==> src/hw/rtl/nnt3_pkg.sv <==
`timescale 1ns / 1ps
`default_nettype none
// ---------------------------------------------------------------------------
// nnt3_pkg
// Shared constants and types of the nearest-neighbour top-three matcher.
// ---------------------------------------------------------------------------
package nnt3_pkg;

	localparam int MAX_FEATURES = 512;
	localparam int TOP_K        = 3;
	localparam int EMIT_LIMIT   = 3;

	localparam int ADDR_W = (MAX_FEATURES > 1) ? $clog2(MAX_FEATURES) : 1;
	localparam int IDX_W  = 9;
	localparam int VAL_W  = 16;
	localparam int ID_W   = 16;
	localparam int MAG_W  = 16;
	localparam int SQ_W   = 2 * MAG_W;
	localparam int DIST_W = 41;
	localparam int ROOT_W = 21;
	localparam int RANK_W = 2;

	typedef enum logic [1:0] {
		OP_QUERY  = 2'd0,
		OP_REF    = 2'd1,
		OP_FINISH = 2'd2
	} nnt3_op_t;

	// one slot of the sorted list
	typedef struct packed {
		logic              vld;
		logic [DIST_W-1:0] sqd;
		logic [ID_W-1:0]   id;
	} nnt3_entry_t;

	typedef struct packed {
		logic ins;
		logic pop;
		logic clr;
	} nnt3_cell_ctl_t;

endpackage
`default_nettype wire

==> src/hw/rtl/nnt3_isqrt.sv <==
`timescale 1ns / 1ps
`default_nettype none
// ---------------------------------------------------------------------------
// nnt3_isqrt
// Floored integer square root, one result bit per cycle.
// ---------------------------------------------------------------------------
module nnt3_isqrt (
	input  wire                                clk,
	input  wire                                arst_n,
	input  wire                                start,
	input  wire  [nnt3_pkg::DIST_W-1:0]        operand,
	output logic                               done,
	output logic [nnt3_pkg::ROOT_W-1:0]        root
);

	localparam int RW   = nnt3_pkg::ROOT_W;
	localparam int OPW  = 2 * RW;
	localparam int CNTW = $clog2(RW + 1);

	logic [OPW-1:0]  op_q;
	logic [RW:0]     rem_q;
	logic [RW-1:0]   root_q;
	logic [CNTW-1:0] cnt_q;
	logic            busy_q;
	logic            done_q;

	logic [RW+2:0]   rem_sh;
	logic [RW+2:0]   trial;
	logic            ge;
	logic [RW+2:0]   rem_sub;

	always_comb begin
		rem_sh  = {rem_q, op_q[OPW-1:OPW-2]};
		trial   = (RW + 3)'({root_q, 2'b01});
		ge      = rem_sh >= trial;
		rem_sub = rem_sh - trial;
	end

	always_ff @(posedge clk or negedge arst_n) begin
		if (!arst_n) begin
			busy_q <= 1'b0;
			done_q <= 1'b0;
			cnt_q  <= '0;
		end else begin
			done_q <= 1'b0;
			if (start) begin
				busy_q <= 1'b1;
				cnt_q  <= CNTW'(RW);
			end else if (busy_q) begin
				cnt_q <= cnt_q - 1'b1;
				if (cnt_q == CNTW'(1)) begin
					busy_q <= 1'b0;
					done_q <= 1'b1;
				end
			end
		end
	end

	always_ff @(posedge clk) begin
		if (start) begin
			op_q   <= OPW'(operand);
			rem_q  <= '0;
			root_q <= '0;
		end else if (busy_q) begin
			op_q   <= {op_q[OPW-3:0], 2'b00};
			rem_q  <= ge ? rem_sub[RW:0] : rem_sh[RW:0];
			root_q <= {root_q[RW-2:0], ge};
		end
	end

	assign done = done_q;
	assign root = root_q;

endmodule
`default_nettype wire

==> config.mk <==
export PLATFORM = sky130hd
export DESIGN_NAME = nnt3_isqrt
export DESIGN_NICKNAME = d
export VERILOG_FILES = /design/src/hw/rtl/nnt3_pkg.sv /design/src/hw/rtl/nnt3_isqrt.sv
export SDC_FILE = /design/constraint.sdc
export NUM_CORES = 1
export LEC_CHECK = 0
export BUFFER_PORTS_ARGS = -buffer_cell sky130_fd_sc_hd__buf_2
export CAP_MARGIN = 40
export CORE_MARGIN = 10
export CORE_UTILIZATION = 52
export CTS_BUF_LIST = sky130_fd_sc_hd__clkbuf_4
export DETAILED_ROUTE_END_ITERATION = 10
export PLACE_DENSITY = 0.76
export SYNTH_ARGS = -nofsm -noshare
export SYNTH_HDL_FRONTEND = slang
export SYNTH_SLANG_ARGS = --single-unit
==> constraint.sdc <==
create_clock -name clk -period 2.5 [get_ports clk]
set_clock_uncertainty 0.2 [all_clocks]
set_input_delay 0.5 -clock clk [delete_from_list [all_inputs] [get_ports clk]]
set_output_delay 0.5 -clock clk [all_outputs]
set_load 0.1 [all_outputs]
Word level (Yosys, flattened, before mapping)
Cells that the tools add are included.
{"block": "op_classes", "shifts": 0, "n_eq_ne": 1, "bitwise_logic": 0, "div": 0, "n_addsub": 2, "mul": 0, "reduce_logical": 1, "muxes": 11, "n_lt_le_gt_ge": 1}
{"operator": "$mux 41", "n": 2}
{"operator": "$ge 24x23->1", "n": 1}
{"operator": "$mux 22", "n": 1}
{"operator": "$sub 22x22->22", "n": 1}
{"operator": "$mux 5", "n": 2}
{"operator": "$mux 1", "n": 6}
{"operator": "$eq 5x1->1 const B", "n": 1}
{"operator": "$sub 5x1->5 const B", "n": 1}
{"operator": "$reduce_bool 2->1", "n": 1}
{"block": "word_totals", "mem_bits_ro": 0, "mem_count": 0, "ramBits": 0, "regBits": 92, "elab_cells": 23, "out_inout_bits": 22, "latchBits": 0}

Depth between registers and ports, before layout
Gate-level depths: netlist of the first run.
{"block": "depth", "word_depth": 4, "ltp_mapped": 11, "mapped_depth_nobuf": 9}

Worst setup path before layout of the first run
OpenSTA, ideal clock, no wires.
{"block": "synth_path", "path_type": "reg-to-reg", "from": "register root_q[2], in the netlist root[2]", "to": "register rem_q[21]", "n_path_buf": 0, "path_stages_with_launch": 10, "path_slack_ps": -540, "t_arrival_ps": 2781, "required_time_ps": 2241, "synth_period_minus_slack_ps": 3040, "setup_time_ps": 59, "cell_sequence": "dfxtp_1 inv_1 ha_1 o211ai_1 o21ai_2 o21a_1 o2111ai_2 mux2i_1 or4_1 nand2_1"}
{"block": "synth_via", "elab_chain_len": 2, "elab_cells_between_ends": 3, "classes_between": "add/sub (1); order compare (1); mux (1)"}
{"item": "from (decl)", "line_no": "nnt3_isqrt.sv:22", "rtl": "logic [RW-1:0] root_q;"}
{"item": "from (signal assigned)", "line_no": "nnt3_isqrt.sv:67", "rtl": "root_q <= {root_q[RW-2:0], ge};"}
{"item": "$sub 22x22->22 or $ge 24x23->1 (tied branches)", "line_no": "nnt3_isqrt.sv:36, nnt3_isqrt.sv:35"}
{"item": "$mux 22 *", "line_no": "nnt3_isqrt.sv:66", "rtl": "rem_q <= ge ? rem_sub[RW:0] : rem_sh[RW:0];"}
{"item": "to (signal assigned)", "line_no": "nnt3_isqrt.sv:66"}
{"item": "to (decl)", "line_no": "nnt3_isqrt.sv:21", "rtl": "logic [RW:0] rem_q;"}
Mark *: on every way between the ends. The rest lies on a longest branch, timed or not.
A chain may end at the register's enable or synchronous reset.

Worst setup path after layout of the first run
{"block": "layout_path", "from": "register root_q[4], in the netlist root[4]", "to": "register rem_q[18]"}
Same word-level chain as after synthesis.

==> results.cfg, run 1 <==
[outcome]
outcome = finished, final reports clean

[logic_synthesis]
synth_edf_count = 41
ys_warn_count = 0
yosysSeqAreaShare_pct = 45.96
synth.avg_cell_area_um2 = 10.50
synthCells = 474
synthDistinctLibCells = 53
async_flop_share_pct = 7.609
syn-cell-area_um2 = 4976
synth-seq-cells = 92
synth_nets = 543
synth-main-ff-cell = dfxtp_1

[pwr]
finalPower_mw = 6.958
ir_worst_vdd_v = 0.0004342
p_per_area_nw_per_um2 = 1114
p_leak_nw = 2.667

[layout]
fin_util_pct = 67.30
drive_gt1_share_pct = 41.31
num-fill-cells = 729
area_growth_pct = 25.57
layout.nets = 628
layout_common_cells = buf_2 (65), nor2_1 (48), edfxtp_1 (41), mux2_2 (39), nand2_1 (32)
diodes = 0
mostFrequentLayoutCell = buf_2
stdcell_area_um2 = 6248

[drt]
first_pass_iters = 5
finalWirelength_mm = 11.24
via_per_inst = 5.531
routedWlPerCell_um = 16.22
post-route-drc-count = 0
ant_nets = 0
num_vias = 3833
drt_iter0_drc = 295

[setup_path]
cp_cell_sequence = inv_1 -> ha_4 -> nand2_1 -> or3_1 -> a31o_4 -> a211oi_4 -> nor3_2 -> nor4_2 -> nand2b_1
endpoint_kind = flip-flop
worstPathRequired_ns = 2.70
path_class = reg -> reg
critPathLaunchType = flip-flop
path_buf_inv = 1
worstPathArrival_ns = 2.69
max_stage_delay_ns = 0.42
cp_slowest_cell = or3_1
crit_fanout = 6
crit_family = simple AND/OR/NAND/NOR gates

[floorplan]
core-area_um2 = 9284
ios = 66
die_area_um2 = 13880
start_util_pct = 53.60
die_h_um = 117.8
num_rows = 35
die_x_um = 117.8

[sta]
finalHoldViolCount = 0
timing.final.crit_share_pct = 99.35
fmax_mhz = 402.6
maxSlewHeadroom_pct = 52.83
rsz0062_at_grt = yes
setup_viol = 0
tightestPinTransition_ns = 0.7062
period_minus_slack_ns = 2.484
slew_viol_final = 0

[clock_network]
cts_buffers = 9
path_clk_slew_ns = 0.17
cts_buffer_depth = 2
clock_sinks = 92
cts-root-buf = clkbuf_4
cts_tree = yes
insertion_delay_ns = 0.46
htreeDepth = 3

[global_routing]
grt_first_pass_wirelength_mm = 18.11
grt_max_degree = 35
grt_antenna_before_repair = 0
grt_overflow = 0
first_global_vias = 3858
grtUsageTotal_pct = 15.28

[placement]
routabilityCongestion = 0.8952
placed_area_um2 = 5685
port_buffers = 65
dp_hpwl_mm = 7.799

[min_path]
hold_class = in -> reg

[job]
maxCapViolCount = 0
[cell families (layout without fill, tap and decap cells)]
| logic type | after synthesis | after routing | share of synthesized area (%) |
|---|---|---|---|
| adder cells (fa/ha/maj) | 25 | 25 | 6.286 |
| AND/OR/NAND/NOR | 117 | 117 | 10.46 |
| buffers and inverters | 54 | 144 | 4.451 |
| flip-flops | 92 | 92 | 45.96 |
| AO/OA/AOI/OAI | 91 | 91 | 13.33 |
| XOR/XNOR | 23 | 23 | 4.048 |
| multiplexers | 72 | 72 | 15.46 |
[cell usage after synthesis (14+ instances only)]
cell type / n / area (µm²)
a21oi_1: 19 / 95.09
xnor2_1: 15 / 131.4
mux2i_1: 33 / 330.3
nand2_1: 34 / 127.6
dfxtp_1: 44 / 880.8
inv_1: 31 / 116.4
mux2_2: 39 / 439.2
ha_1: 25 / 312.8
edfxtp_1: 41 / 1231
a211oi_1: 14 / 105.1
nor2_1: 50 / 187.7
[layer usage]
metal	part of all wire (%)	track usage (%)	vias up
met5	0	0	-
met4	2.0	5.641	0
met3	6.0	4.508	20
met2	50	26.29	108
met1	42	17.49	1839
li1	-	-	1866
[flip-flops by register name, indices dropped and copies added (netlist names)]
name / cells
rem_q: 22
busy_q: 1
root: 21
op_q: 42
cnt_q: 5
done: 1
[timing repair]
action / 4_1_cts / 5_1_grt
hold buffers: 1 / 0
pin swaps: 0 / 21
hold endpoints to repair: 7 / 0
setup buffers: 0 / 9
resized for setup: 2 / 58
endpoints found under the setup margin: 2 / 23
cloned: 0 / 3
[per-stage QoR]
stage | cells | worst slack (ns) | TNS (ns) | hold slack [ns]
floorplan | 474 | -0.004153 | -0.004153 | 0.004409
global placement | 664 | 0.02666 | 0 | 0.1382
detailed placement | 664 | 0.01389 | 0 | 0.1428
CTS | 681 | 0.01133 | 0 | 0.09797
global route | 693 | -0.07357 | -0.3536 | 0.09845
finish | 693 | 0.01619 | 0 | 0.1157
[area by class of cell]
class                           count  area, µm²  share of cell area [%]
Sequential cell                    92       2361                   37.79
Timing Repair Buffer               97      661.9                   10.59
Tap cell                          129      161.4                   2.583
Clock inverter                      7      73.82                   1.181
Clock buffer                        9      67.56                   1.081
Multi-Input combinational cell    328       2806                   44.91
Inverter                           31      116.4                   1.862
[report_power, final]
part | switching [mW] | internal, mW | total (mW)
logic | 2.04 | 2.08 | 4.13
clock network | 0.592 | 0.238 | 0.830
registers | 0.188 | 1.81 | 2.00
total | 2.82 | 4.13 | 6.96
[path summary, 6_finish.rpt]
check / from / endpoint / slack (ns) / depth (start not counted)
max: root[4]$_SDFFE_PP0P_ / rem_q[18]$_SDFFE_PP0P_ / 0.02 / 9
min: operand[26] / op_q[26]$_DFFE_PP_ / 0.12 / 2
max reg2reg: root[4]$_SDFFE_PP0P_ / rem_q[18]$_SDFFE_PP0P_ / 0.02 / 9
min reg2reg: rem_q[14]$_SDFFE_PP0P_ / rem_q[14]$_SDFFE_PP0P_ / 0.32 / 2
max in group asynchronous: arst_n / busy_q$_DFF_PN0_ / 1.73 / 2
min in group asynchronous: arst_n / cnt_q[1]$_DFFE_PN0P_ / 0.19 / 2
Power figures use the tool's default switching activity.
==> inputs of run 2 (changes only) <==
--- a/config.mk
+++ b/config.mk
@@ -5,12 +5,14 @@
 export SDC_FILE = /design/constraint.sdc
 export NUM_CORES = 1
 export LEC_CHECK = 0
+export ABC_AREA = 1
 export BUFFER_PORTS_ARGS = -buffer_cell sky130_fd_sc_hd__buf_2
 export CAP_MARGIN = 40
 export CORE_MARGIN = 10
 export CORE_UTILIZATION = 52
 export CTS_BUF_LIST = sky130_fd_sc_hd__clkbuf_4
 export DETAILED_ROUTE_END_ITERATION = 10
+export GPL_TIMING_DRIVEN = 0
 export PLACE_DENSITY = 0.76
 export SYNTH_ARGS = -nofsm -noshare
 export SYNTH_HDL_FRONTEND = slang
==> constraint.sdc (replaced) <==
create_clock -name clk -period 2.5 [get_ports clk]
set_clock_uncertainty 0.2 [all_clocks]
set_input_delay 0.5 -clock clk [delete_from_list [all_inputs] [get_ports clk]]
set_output_delay 0.5 -clock clk [all_outputs]
set_load 0.005 [all_outputs]
==> results.cfg, run 2 <==
[outcome]
outcome = finished, final reports clean

[sta]
period_minus_slack_ns = 2.346
finalHoldViolCount = 0
slew_viol_final = 0
whs_ns = 0.09473
timing.final.crit_share_pct = 93.83
setup_viol = 0
fmax_mhz = 426.3
tightestPinTransition_ns = 0.5944
maxSlewHeadroom_pct = 60.38

[logic_synthesis]
synth_most_common_cell = nand2_1
yosysSeqAreaShare_pct = 43.68
syn-cell-area_um2 = 5236
synth_edf_count = 41
ys_warn_count = 0
synth.avg_cell_area_um2 = 7.173
ys_top_cells_by_area = edfxtp_1 (24%), nand2_1 (23%), dfxtp_1 (17%)
async_flop_share_pct = 7.609
synth_nets = 799
synth-seq-cells = 92
synthDistinctLibCells = 31
yosys-top-cells-count = nand2_1 (321), inv_1 (92), nor2_1 (49)
yosys.area.top_type = edfxtp_1
synth-main-ff-cell = dfxtp_1
synthCells = 730
yosysTopAreaCellShare_pct = 23.51

[layout]
area_growth_pct = 15.56
fin_cells = 948
regArea_um2 = 2287
layout.nets = 879
mostFrequentLayoutCell = nand2_1
drive_gt1_share_pct = 14.36
largest_reg_flops = 42
stdcell_area_um2 = 6051
diodes = 0
layout_common_cells = nand2_1 (320), inv_1 (91), buf_2 (65), nor2_1 (48), dfxtp_1 (44)
num-fill-cells = 944
multi_input_area_um2 = 2630
regMostFlops = op_q

[setup_path]
endpoint_kind = flip-flop
critPathLaunchType = flip-flop
crit_fanout = 6
worstPathRequired_ns = 2.72
worst_r2r_path_depth = 12
worstPathArrival_ns = 2.56
path_class = reg -> reg

[global_routing]
grt_antenna_before_repair = 0
grt.busiest_layer = met2
grtUsageMet1_pct = 21.84
grt_max_degree = 39
grt_first_pass_wirelength_mm = 22.26
gr-usage-met2_pct = 32.19
first_global_vias = 4968
grtUsageTotal_pct = 18.57
grt_util_met3_pct = 3.537
grt_overflow = 0

[placement]
routabilityCongestion = 0.9057
dp_cells = 929
port_buffers = 65
placed_area_um2 = 5756
dp_hpwl_mm = 10.12

[drt]
drt_iter0_drc = 287
ant_nets = 0
num_vias = 4793
first_pass_iters = 4
routedWlPerCell_um = 13.89
via_per_inst = 5.056
finalWirelength_mm = 13.17
post-route-drc-count = 0

[clock_network]
clock_sinks = 92
cts_buffer_depth = 2
path_clk_slew_ns = 0.16
cts_buffers = 9
insertion_delay_ns = 0.46
htreeDepth = 3
cts-root-buf = clkbuf_4
cts_tree = yes

[pwr]
p_leak_nw = 3.125
finalPower_mw = 6.568
ir_worst_vdd_v = 0.0004369
p_per_area_nw_per_um2 = 1085

[floorplan]
die_area_um2 = 14480
num_rows = 36
ios = 66
die_x_um = 120.4
die_h_um = 120.4
core-area_um2 = 9774
start_util_pct = 53.57

[min_path]
hold_class = in -> reg
hold_path_depth = 3

[job]
maxCapViolCount = 0
run 2: changes by cell type after synthesis, moves of 7 or more:
cell,delta
o22ai_1,+20
inv_1,+61
nand3_1,+26
xnor2_1,-14
mux2_2,-39
nand2b_1,-9
a211oi_1,-14
a32oi_1,-7
mux2i_1,-33
nand2_2,+7
nand2_1,+287
nand4_1,+7
run 2: through the flow:
step | setup TNS [ns] | worst slack, ns | utilization [%]
final | 0 | 0.1542 | 61.90
after global routing | -0.06077 | -0.02054 | 61.90
after CTS | 0 | 0.01112 | 60.56
after detailed placement | -12.50 | -0.3219 | 58.88
after global placement | -31.15 | -0.6401 | 58.68
after floorplan | 0 | 0.1107 | -
run 2: repair_timing:
action / 4_1_cts / 5_1_grt
hold endpoints to repair: 7 / 0
gates resized for setup: 0 / 17
hold buffers: 1 / 0
buffers inserted: 0 / 2
endpoints found under the setup margin: 0 / 23
run 2: cell type report:
class	count	share of cell area, %
buffer	19	1.551
clock buffer	9	1.117
clock inverter	7	1.427
inverter	93	5.769
multi-input combinational	526	43.47
sequential	92	37.80
tap	133	2.750
timing repair buffer	69	6.121
run 2: per-layer routing:
layer,share of wire [%],vias to the layer above
li1,-,2466
met4,2.2,0
met5,0,-
met1,45,2185
met3,4.9,23
met2,48,119
run 2: power breakdown:
group / internal, mW / total [mW] / switching, mW
Clock: 0.322 / 0.891 / 0.568
Combinational: 1.38 / 3.71 / 2.33
Sequential: 1.81 / 1.97 / 0.158
Total: 3.51 / 6.57 / 3.06
run 2: final timing paths:
check	from	to	slack [ns]
setup / recovery	root[11]$_SDFFE_PP0P_	rem_q[9]$_SDFFE_PP0P_	0.15
hold / removal	operand[0]	op_q[0]$_SDFFCE_PN0P_	0.09
setup reg to reg	root[11]$_SDFFE_PP0P_	rem_q[9]$_SDFFE_PP0P_	0.15
hold reg to reg	rem_q[20]$_SDFFE_PP0P_	rem_q[20]$_SDFFE_PP0P_	0.27
max in group asynchronous	arst_n	done$_DFF_PN0_	1.76
min in group asynchronous	arst_n	cnt_q[1]$_DFFE_PN0P_	0.18
run 2: kinds of logic after synthesis:
group / synth area share [%]
compound gates: 5.783
xor+xnor: 2.007
fa+ha+maj: 5.974
buf+inv: 8.315
flops: 43.68
simple gates: 34.24
run 2: critical path, stage by stage, from the launching register on:
cell and delay (ns):
dfxtp_1 0.36, inv_1 0.07, ha_1 0.36, nand2_1 0.15
nor2_4 0.14, nand2_2 0.08, nor2_1 0.17, nand2_4 0.12
nand4_4 0.17, nand2_1 0.16, inv_2 0.17, nand2_1 0.08
nand3_1 0.07
