<file path="config.mk">
export PLATFORM = sky130hd
export DESIGN_NAME = nnt3_cell
export DESIGN_NICKNAME = d
export VERILOG_FILES = /design/src/hw/rtl/nnt3_pkg.sv /design/src/hw/rtl/nnt3_cell.sv
export SDC_FILE = /design/constraint.sdc
export NUM_CORES = 1
export LEC_CHECK = 0
export ABC_AREA = 1
export BUFFER_PORTS_ARGS = -buffer_cell sky130_fd_sc_hd__buf_2
export CORE_UTILIZATION = 51
export DETAILED_ROUTE_END_ITERATION = 12
export PLACE_DENSITY = 0.86
export SLEW_MARGIN = 5
export SYNTH_ARGS = -nofsm -noshare
export SYNTH_HDL_FRONTEND = slang
export SYNTH_SLANG_ARGS = --single-unit
</file>
<file path="constraint.sdc">
create_clock -name clk -period 3.4 [get_ports clk]
set_input_delay 0.68 -clock clk [delete_from_list [all_inputs] [get_ports clk]]
set_output_delay 0.68 -clock clk [all_outputs]
set_load 0.05 [all_outputs]
</file>
<file path="src/hw/rtl/nnt3_pkg.sv">
`timescale 1ns / 1ps
`default_nettype none
// ---------------------------------------------------------------------------
// nnt3_pkg
// Shared constants and types of the nearest-neighbour top-three matcher.
// ---------------------------------------------------------------------------
package nnt3_pkg;

	localparam int MAX_FEATURES = 512;
	localparam int TOP_K        = 3;
	localparam int EMIT_LIMIT   = 3;

	localparam int ADDR_W = (MAX_FEATURES > 1) ? $clog2(MAX_FEATURES) : 1;
	localparam int IDX_W  = 9;
	localparam int VAL_W  = 16;
	localparam int ID_W   = 16;
	localparam int MAG_W  = 16;
	localparam int SQ_W   = 2 * MAG_W;
	localparam int DIST_W = 41;
	localparam int ROOT_W = 21;
	localparam int RANK_W = 2;

	typedef enum logic [1:0] {
		OP_QUERY  = 2'd0,
		OP_REF    = 2'd1,
		OP_FINISH = 2'd2
	} nnt3_op_t;

	// one slot of the sorted list
	typedef struct packed {
		logic              vld;
		logic [DIST_W-1:0] sqd;
		logic [ID_W-1:0]   id;
	} nnt3_entry_t;

	typedef struct packed {
		logic ins;
		logic pop;
		logic clr;
	} nnt3_cell_ctl_t;

endpackage
`default_nettype wire

</file>
<file path="src/hw/rtl/nnt3_cell.sv">
`timescale 1ns / 1ps
`default_nettype none
// ---------------------------------------------------------------------------
// nnt3_cell
// One slot of the sorted top-k list. Inserts shift entries down the chain,
// pops shift them up towards slot zero.
// ---------------------------------------------------------------------------
module nnt3_cell (
	input  wire                           clk,
	input  wire                           arst_n,
	input  wire nnt3_pkg::nnt3_cell_ctl_t ctl,
	input  wire nnt3_pkg::nnt3_entry_t    new_ent,
	input  wire nnt3_pkg::nnt3_entry_t    up_ent,
	input  wire                           up_take,
	input  wire nnt3_pkg::nnt3_entry_t    lo_ent,
	output nnt3_pkg::nnt3_entry_t         ent,
	output logic                          take
);

	nnt3_pkg::nnt3_entry_t ent_q;

	// new entry goes at or above this slot; ties keep the lower id first
	always_comb begin
		take = !ent_q.vld || (new_ent.sqd < ent_q.sqd) ||
			((new_ent.sqd == ent_q.sqd) && (new_ent.id < ent_q.id));
	end

	always_ff @(posedge clk or negedge arst_n) begin
		if (!arst_n) begin
			ent_q <= '0;
		end else if (ctl.clr) begin
			ent_q.vld <= 1'b0;
		end else if (ctl.pop) begin
			ent_q <= lo_ent;
		end else if (ctl.ins && take) begin
			ent_q <= up_take ? up_ent : new_ent;
		end
	end

	assign ent = ent_q;

endmodule
`default_nettype wire

</file>
Word level (Yosys, flattened, before mapping)
Index checks and enable logic that the tools add are counted.
Widths: inputs -> output; s select.

cells by class
  $add $sub $neg = 0
  multipliers = 0
  div/mod/pow operators = 0
  order comparisons = 2
  equality and inequality tests = 1
  shift operators = 0
  multiplexer cells = 4
  bitwise logic cells = 1
  reductions and logical operators = 8

operators with widths
  kind               number
  $mux 58            3
  $eq 41x41->1       1
  $lt 41x41->1       1
  $lt 16x16->1       1
  $reduce_bool 3->1  1
  $logic_and 1x1->1  2
  $logic_or 1x1->1   2
  $reduce_and 2->1   1
  $reduce_bool 2->1  1
  $logic_not 1->1    1
  $mux 1             1
  $not 1->1          1

word-level totals
  flip-flop bits (word level) = 58
  bits in latches = 0
  bits in writable memories = 0
  bits in read-only memories = 0
  bits of input ports = 180
  output and inout port bits = 59
  word-level logic and storage cells = 19
  memories kept = 0

Logic depth before layout (Yosys ltp)
Gate-level depths: netlist of run 1.

  depth in word-level cells = 7
  gate-level depth with buffers = 20
  depth with buffers taken out = 18

Least setup slack after synthesis of run 1
No wires, ideal clock.

  path kind = register -> register
  start = register ent_q (netlist bit ent[54])
  end = register ent_q (netlist bit ent[16])
  library setup time = 0.066 ns
  data arrival time = 2.578 ns
  required time = 3.334 ns
  slack = 0.756 ns
  stages on the path, launching flop included = 19
  buffers on the path = 2
  period minus slack after synthesis = 2.644 ns
  cells stage by stage = dfrtp_1 -> inv_1 -> ha_1 -> nand2_1 -> nor2_2 -> nand2_1 -> nor2_2 -> nand3_1 -> clkinv_1 -> nand2_1 -> nand3_1 -> nand3_2 -> nand2_2 -> nand2_4 -> nand2_2 -> buf_6 -> buf_8 -> nand2_2 -> nand2_1

between the ends
  longest elaborated chain between the ends = 6
  elaborated cells between the ends (all ways) = 8
  classes of those cells = order compare: 1; eq/ne: 1; reduce/logical: 6

ends and longest elaborated chain
  what                                                          RTL line                          text
  from (decl)                                                   nnt3_cell.sv:20                   nnt3_pkg::nnt3_entry_t ent_q;
  from (signal assigned)                                        nnt3_cell.sv:34                   ent_q <= lo_ent;
  from (signal assigned)                                        nnt3_cell.sv:36                   ent_q <= up_take ? up_ent : new_ent;
  $lt 41x41->1 / $eq 41x41->1 (equally long branches)           nnt3_cell.sv:24, nnt3_cell.sv:25
  $logic_or 1x1->1 / $logic_and 1x1->1 (equally long branches)  nnt3_cell.sv:24, nnt3_cell.sv:25
  $logic_or 1x1->1 *                                            nnt3_cell.sv:24                   take = !ent_q.vld || (new_ent.sqd < ent_q.sqd) ||
  named net take                                                nnt3_cell.sv:17                   output logic take
  $logic_and 1x1->1 *                                           nnt3_cell.sv:35                   end else if (ctl.ins && take) begin
  $reduce_bool 2->1 (no line) *                                 n/a
  $reduce_and 2->1 (no line) *                                  n/a

The timed path passes the listed nets; every way through them passes the cells marked *.
A chain may end at the register's enable or synchronous reset.

Worst setup path after layout of run 1
  start = input port new_ent[56] (netlist bit)
  end = output port take

between the ends
  longest elaborated chain between the ends = 3
  elaborated cells between the ends (all ways) = 5
  classes of those cells = order compare: 1; eq/ne: 1; reduce/logical: 3

ends and longest elaborated chain
  what                                                          RTL line                          text
  from (decl)                                                   nnt3_cell.sv:12                   input wire nnt3_pkg::nnt3_entry_t new_ent,
  $lt 41x41->1 / $eq 41x41->1 (equally long branches)           nnt3_cell.sv:24, nnt3_cell.sv:25
  $logic_or 1x1->1 / $logic_and 1x1->1 (equally long branches)  nnt3_cell.sv:24, nnt3_cell.sv:25
  $logic_or 1x1->1 *                                            nnt3_cell.sv:24
  to (decl)                                                     nnt3_cell.sv:17

Mark *: on every way between the ends. The rest lies on a longest branch, timed or not.

==> results.ini, run 1 <==
[outcome]
status = complete, no violations

[worst_setup_path]
cp.required_ns = 2.72
crit_type = in2out
cpPeakStageDelay_ns = 0.29
r2r_setup_slack_ns = 0.87
cp.arrival_ns = 2.21
start_kind = input port
r2r_start = ent[56]
critPathLaunch = new_ent[56]
r2r-end = ent[10]
crit_path_top_delay_cell = ha_1
path_delay_family = simple AND/OR/NAND/NOR gates
end_kind = output port
cp_cell_sequence = buf_2 -> ha_1 -> nand2_1 -> nor2_2 -> nand2_1 -> nor2_2 -> nand3_1 -> nor2_1 -> nand2_1 -> nand3_2 -> buf_2
critPathBufInv = 2
cp_max_fo = 2
critPathMostFrequentCell = nand2_1
worst-r2r-cell-count = 17

[power]
peakVddDrop_uv = 224.1
p_leak_nw = 3.764
p_total_mw = 2.784
p_per_area_nw_per_um2 = 433.9

[place]
dp_slack_ns = 0.5085
io_buffers = 238
dpl-instance-area_um2 = 6230
dp_cells = 1106
hpwl_um = 11180
place_congestion = 0.8265

[clock_tree]
postCtsSetupRepairBufs = 0
cts_tree = built
cts_buffer_depth = 2
cts_inserted_buffers = 9
clockRootBuffer = clkbuf_8
hold_buffers = 0
path_clk_slew_ns = 0.07
ctsResizeCount = 0
cts.sinks = 58
htree_levels = 3
clk_latency_ns = 0.33

[global_route]
met1_usage_pct = 35.63
antenna_found_initial = 2
grt_pass1_vias = 5382
grt_max_degree = 61
grt_use_met3_pct = 6.280
grt_overflow = 0
globalRouteTotalUtil_pct = 30.08
met2_usage_pct = 53.95
busiest_layer = met2
grt_pass1_wl_um = 24280

[sta]
rsz0062_at_grt = false
finalCritPeriodShare_pct = 85.07
worst_slack_ns = 0.5078
period_needed_ns = 2.892
holdWs_ns = 0.2502
hold_viol = 0
tightest_slew_ns = 1.037
clock_skew_ns = 0.01093
slew_viol_final = 0
setup_viol = 0
final.setup.tns_ns = 0
relSlewSlack_pct = 30.78
max_freq_mhz = 345.8

[die]
rows = 35
io_pins = 239
die_h_um = 101.2
dieArea_um2 = 10230
coreArea_um2 = 9371
die_w_um = 101.2
start_util_pct = 53.50

[yosys]
ys_ff_latch = 58
yosysUniqueCellTypes = 26
syn_inst = 771
synth-edff-count = 0
synthFlopType = dfrtp_1
synth_fp_nets = 1007
synthArstFlopShare_pct = 100.0
yosys_warnings = 0
syn_area_um2 = 5014
yosysSeqAreaShare_pct = 28.95
syn_area_per_cell_um2 = 6.503

[job]
max_cap_viol_count = 0

[layout]
final_cells = 1121
diodes = 0
largest_register_ffs = 58
area_growth_pct = 27.95
fin_area_um2 = 6415
num-nets-final = 1224
utilization_pct = 68.45
drive_gt1_share_pct = 28.23

[detailed_routing]
dr.pass1.iters = 5
drtIter0Drc = 195
vias_per_cell = 5.153
wl_um = 14740
wl_per_cell_um = 13.15
dr_total_vias = 5777
drc_errors = 0
ant_nets = 0

[min_path]
hp-class = in2async

[cells by family after synthesis]
family / share of synthesized area (%)
adder cells (fa/ha/maj): 13.98
AND/OR/NAND/NOR: 36.36
buffers and inverters: 9.932
flip-flops: 28.95
AO/OA/AOI/OAI: 10.78
[cell usage in the layout, fill, tap and decap left out, drive strengths merged, types with 2 or more instances in the layout]
| cell | instances |
|---|---|
| ha | 56 |
| clkbuf | 12 |
| inv | 74 |
| o21a | 3 |
| a31oi | 56 |
| a21o | 2 |
| nand3 | 63 |
| buf | 248 |
| nand4 | 3 |
| o21ai | 7 |
| a21oi | 22 |
| clkinv | 4 |
| dfrtp | 58 |
| nor2 | 76 |
| nand2 | 303 |
[worst register-to-register path: cells and delay by family, from the launching register on]
family                     cells  cell delay, ns
and+or+nand+nor               13            1.32
DFF                            1            0.40
buffers and inverters          3            0.45
adders and majority gates      1            0.29
[area by class of cell]
| cell class | count | area, µm² |
|---|---|---|
| multi-input combinational | 595 | 3064 |
| timing repair buffer | 248 | 1266 |
| fill | 882 | 2957 |
| tap | 129 | 161.4 |
| sequential | 58 | 1451 |
| inverter | 76 | 286.5 |
| clock buffer | 12 | 145.1 |
| clock inverter | 3 | 40.04 |
[power by group]
group          switching [mW]  total, mW  internal [mW]
clock network           0.270      0.623          0.353
logic                   0.872       1.27          0.397
registers              0.0941      0.892          0.798
total                    1.24       2.78           1.55
[cells in the mapped netlist, types with 2 or more instances]
cell / count / share of area, %
nand2_1: 290 / 22
nor2_1: 74 / 5.5
inv_1: 72 / 5.4
nand3_1: 62 / 6.2
dfrtp_1: 58 / 29
a31oi_1: 56 / 7.0
ha_1: 56 / 14
clkbuf_1: 30 / 2.2
a21oi_1: 22 / 2.2
nand2_2: 12 / 1.5
o21ai_0: 7 / 0.70
buf_2: 5 / 0.50
buf_6: 4 / 0.90
clkinv_1: 4 / 0.30
nand4_1: 3 / 0.37
o21a_1: 3 / 0.45
a21o_1: 2 / 0.30
buf_4: 2 / 0.30
nor2_2: 2 / 0.25
[how the worst max path moves through the flow]
stage	endpoint	slack [ns]	cells past startpoint
after floorplan	ent[16]	0.76	18
after global placement	take	0.51	11
after detailed placement	take	0.51	11
after CTS	take	0.49	11
after global routing	take	0.31	11
final	take	0.51	11
[metal layers]
layer	up-vias	wire length [µm]
met5	-	8
met3	26	910
li1	2918	-
met1	2624	6236
met2	207	7248
met4	2	336
Power figures use the tool's default switching activity.
==> run 2, diff against run 1 <==
- ABC_AREA: 1 -> unset
- CORE_UTILIZATION: 51 -> 52
- PLACE_DENSITY: 0.86 -> 0.87
==> run 2 against run 1 <==
Effect of this change:
- the flow now finishes with violations (setup timing)
- flip-flop and latch count stayed put
- fmax is 15% lower
- final area grew 4.9%
- combinational power increased by 22%
- via count decreased by 3.8%
- critical path type unchanged
==> results.ini, run 2 <==
[outcome]
status = finished, violations left
failed_checks = setup timing

[worst_setup_path]
critPathBufInv = 2  ; unchanged
path_delay_family = simple AND/OR/NAND/NOR gates
cp_cell_sequence = buf_4 -> ha_4 -> nand4_1 -> or4_4 -> nand3b_1 -> o41a_1 -> o32ai_4 -> buf_6
r2r-end = ent[52]
cp.arrival_ns = 2.72  ; +0.51 ns
r2r_setup_slack_ns = 0.27  ; -0.60 ns
end_kind = output port
crit_path_top_delay_cell = or4_4
crit_type = in2out
start_kind = input port
r2r_start = ent[51]
worst-r2r-cell-count = 11  ; -6
cp_max_fo = 2  ; unchanged
cp.required_ns = 2.72  ; about the same
cpPeakStageDelay_ns = 0.56  ; +0.27 ns

[sta]
tightest_slew_ns = 1.017  ; -0.01946 ns
slew_viol_final = 0  ; unchanged
period_needed_ns = 3.405  ; +0.5124 ns
clock_skew_ns = 0.01492  ; +0.003994 ns
final.setup.tns_ns = -0.004569  ; -0.004569 ns
rsz0062_at_grt = true
hold_viol = 0  ; unchanged
holdWs_ns = 0.3972  ; +0.1470 ns
finalCritPeriodShare_pct = 100.1  ; +15 points
setup_viol = 1  ; +1
relSlewSlack_pct = 32.17  ; +1.4 points
worst_slack_ns = -0.004569  ; -0.5124 ns
max_freq_mhz = 293.7  ; -15%

[yosys]
synth_top_area_share_pct = 28.22  ; -0.73 points
synthFlopType = dfrtp_1
yosys_warnings = 0  ; unchanged
syn_area_per_cell_um2 = 8.599  ; +32%
syn_area_um2 = 5142  ; +2.6%
syn_inst = 598  ; -22%
ys_top_cells_by_count = 78 x a21oi_1, 73 x nand2_1, 66 x nor2_1
ys_ff_latch = 58  ; unchanged
yosys.area.top_type = dfrtp_1
synth_most_common_cell = a21oi_1
synth.area.top_cells = dfrtp_1 28%, ha_1 14%, mux2i_1 11%
synthArstFlopShare_pct = 100.0  ; unchanged
synth_fp_nets = 834  ; -17%
synth-edff-count = 0  ; unchanged
yosysUniqueCellTypes = 37  ; +42%
yosysSeqAreaShare_pct = 28.22  ; -0.73 points

[layout]
fin_area_um2 = 6726  ; +4.9%
mostFrequentLayoutCells = 231 x buf_2, 78 x a21oi_1, 73 x nand2_1, 66 x nor2_1
num-nets-final = 1058  ; -14%
mostFrequentLayoutCell = buf_2
area_growth_pct = 30.80
largest_register_ffs = 58  ; unchanged
num-fill-cells = 717  ; -19%
final_cells = 955  ; -15%
drive_gt1_share_pct = 37.65  ; +9.4 points
diodes = 0  ; unchanged

[global_route]
globalRouteTotalUtil_pct = 31.89  ; +1.8 points
grt_max_degree = 115  ; +89%
grt_overflow = 0  ; unchanged
antenna_found_initial = 0  ; -2
grt_pass1_wl_um = 25650  ; +5.6%
grt_pass1_vias = 5678  ; +5.5%

[clock_tree]
cts_buffer_depth = 2  ; unchanged
htree_levels = 3  ; unchanged
cts_tree = built
cts_inserted_buffers = 9  ; unchanged
clockRootBuffer = clkbuf_8
clk_latency_ns = 0.33  ; about the same
path_clk_slew_ns = 0.07  ; about the same
hold_buffers = 0  ; unchanged
cts.sinks = 58  ; unchanged

[detailed_routing]
drtIter0Drc = 267  ; +37%
vias_per_cell = 5.820  ; +13%
ant_nets = 0  ; unchanged
wl_um = 16470  ; +12%
wl_per_cell_um = 17.25  ; +31%
dr_total_vias = 5558  ; -3.8%
dr.pass1.iters = 5  ; unchanged
drc_errors = 0  ; unchanged

[place]
dp_cells = 937  ; -15%
hpwl_um = 12200  ; +9.1%
place_congestion = 0.8362  ; +1.2%
dpl-instance-area_um2 = 6430  ; +3.2%
io_buffers = 238  ; unchanged

[die]
io_pins = 239  ; unchanged
dieArea_um2 = 10290  ; +0.58%
coreArea_um2 = 9415  ; +0.47%
die_h_um = 101.4  ; +0.29%
die_w_um = 101.4  ; +0.29%
rows = 35  ; unchanged
start_util_pct = 54.62  ; +1.1 points

[power]
p_leak_nw = 3.485  ; -7.4%
p_per_area_nw_per_um2 = 455.0  ; +4.9%
peakVddDrop_uv = 213.0  ; -4.9%

[min_path]
hp-class = in2async

[job]
max_cap_viol_count = 0  ; unchanged

run 2: cells by family (layout without fill, tap and decap cells):
| kind of cell | after synthesis | after routing | synth area share [%] |
|---|---|---|---|
| DFF | 58 | 58 | 28.22 |
| muxes | 58 | 58 | 11.29 |
| buffers and inverters | 98 | 326 | 8.297 |
| AOI/OAI and AO/OA | 165 | 165 | 25.47 |
| and+or+nand+nor | 163 | 163 | 13.09 |
| adders and majority gates | 56 | 56 | 13.63 |
run 2: worst register-to-register path, cell delays in order, from the launching register on:
cell,delay [ns]
dfrtp_1,0.37
inv_2,0.06
ha_4,0.26
nand4_1,0.15
or4_4,0.56
nand3b_1,0.21
o41a_1,0.40
buf_4,0.16
o21bai_1,0.11
o221a_2,0.24
buf_4,0.30
o221ai_1,0.18
run 2: worst max-delay path by stage:
stage                 from    to  depth (start not counted)
2_1_floorplan      ent[20]  take                          6
3_3_place_gp   new_ent[52]  take                          8
3_5_place_dp   new_ent[51]  take                          8
4_1_cts        new_ent[49]  take                          8
5_1_grt            ent[51]  take                          8
6_report       new_ent[52]  take                          8
run 2: final cells by class:
| type | count | area (µm²) | area share [%] |
|---|---|---|---|
| Tap cell | 129 | 161.4 | 2.400 |
| Timing Repair Buffer | 251 | 1359 | 20.20 |
| Clock buffer | 13 | 178.9 | 2.660 |
| Inverter | 60 | 225.2 | 3.348 |
| Multi-Input combinational cell | 442 | 3341 | 49.67 |
| Clock inverter | 2 | 10.01 | 0.1488 |
| Sequential cell | 58 | 1451 | 21.58 |
run 2: repair_timing:
action	4_1_cts	5_1_grt
pin swaps	6	0
hold endpoints to repair	0	0
gates resized for setup	11	6
setup endpoints to repair	1	1
buffers inserted	3	0
run 2: metrics by stage:
step	power [mW]	setup slack, ns	utilization (%)
2_1_floorplan	1.954	0.1261	-
3_3_place_gp	2.345	-0.1181	68.29
3_5_place_dp	2.406	-0.2287	68.29
4_1_cts	3.062	0.001460	71.38
5_1_grt	3.240	-0.06139	71.44
6_report	3.061	-0.004569	71.44
run 2: power by group:
part	internal (mW)	leakage (nW)	total, mW	switching [mW]
registers	0.811	0.696	0.886	0.0741
clock network	0.339	0.101	0.626	0.287
logic	0.521	2.69	1.55	1.03
total	1.67	3.49	3.06	1.39
run 2: routing by layer:
metal / vias to the layer above / GRT usage (%) / routed length, µm
met4: 0 / 16.72 / 609
met3: 56 / 4.003 / 835
met2: 259 / 59.03 / 8636
met1: 2631 / 35.71 / 6388
li1: 2612 / - / -
met5: - / 0 / 0
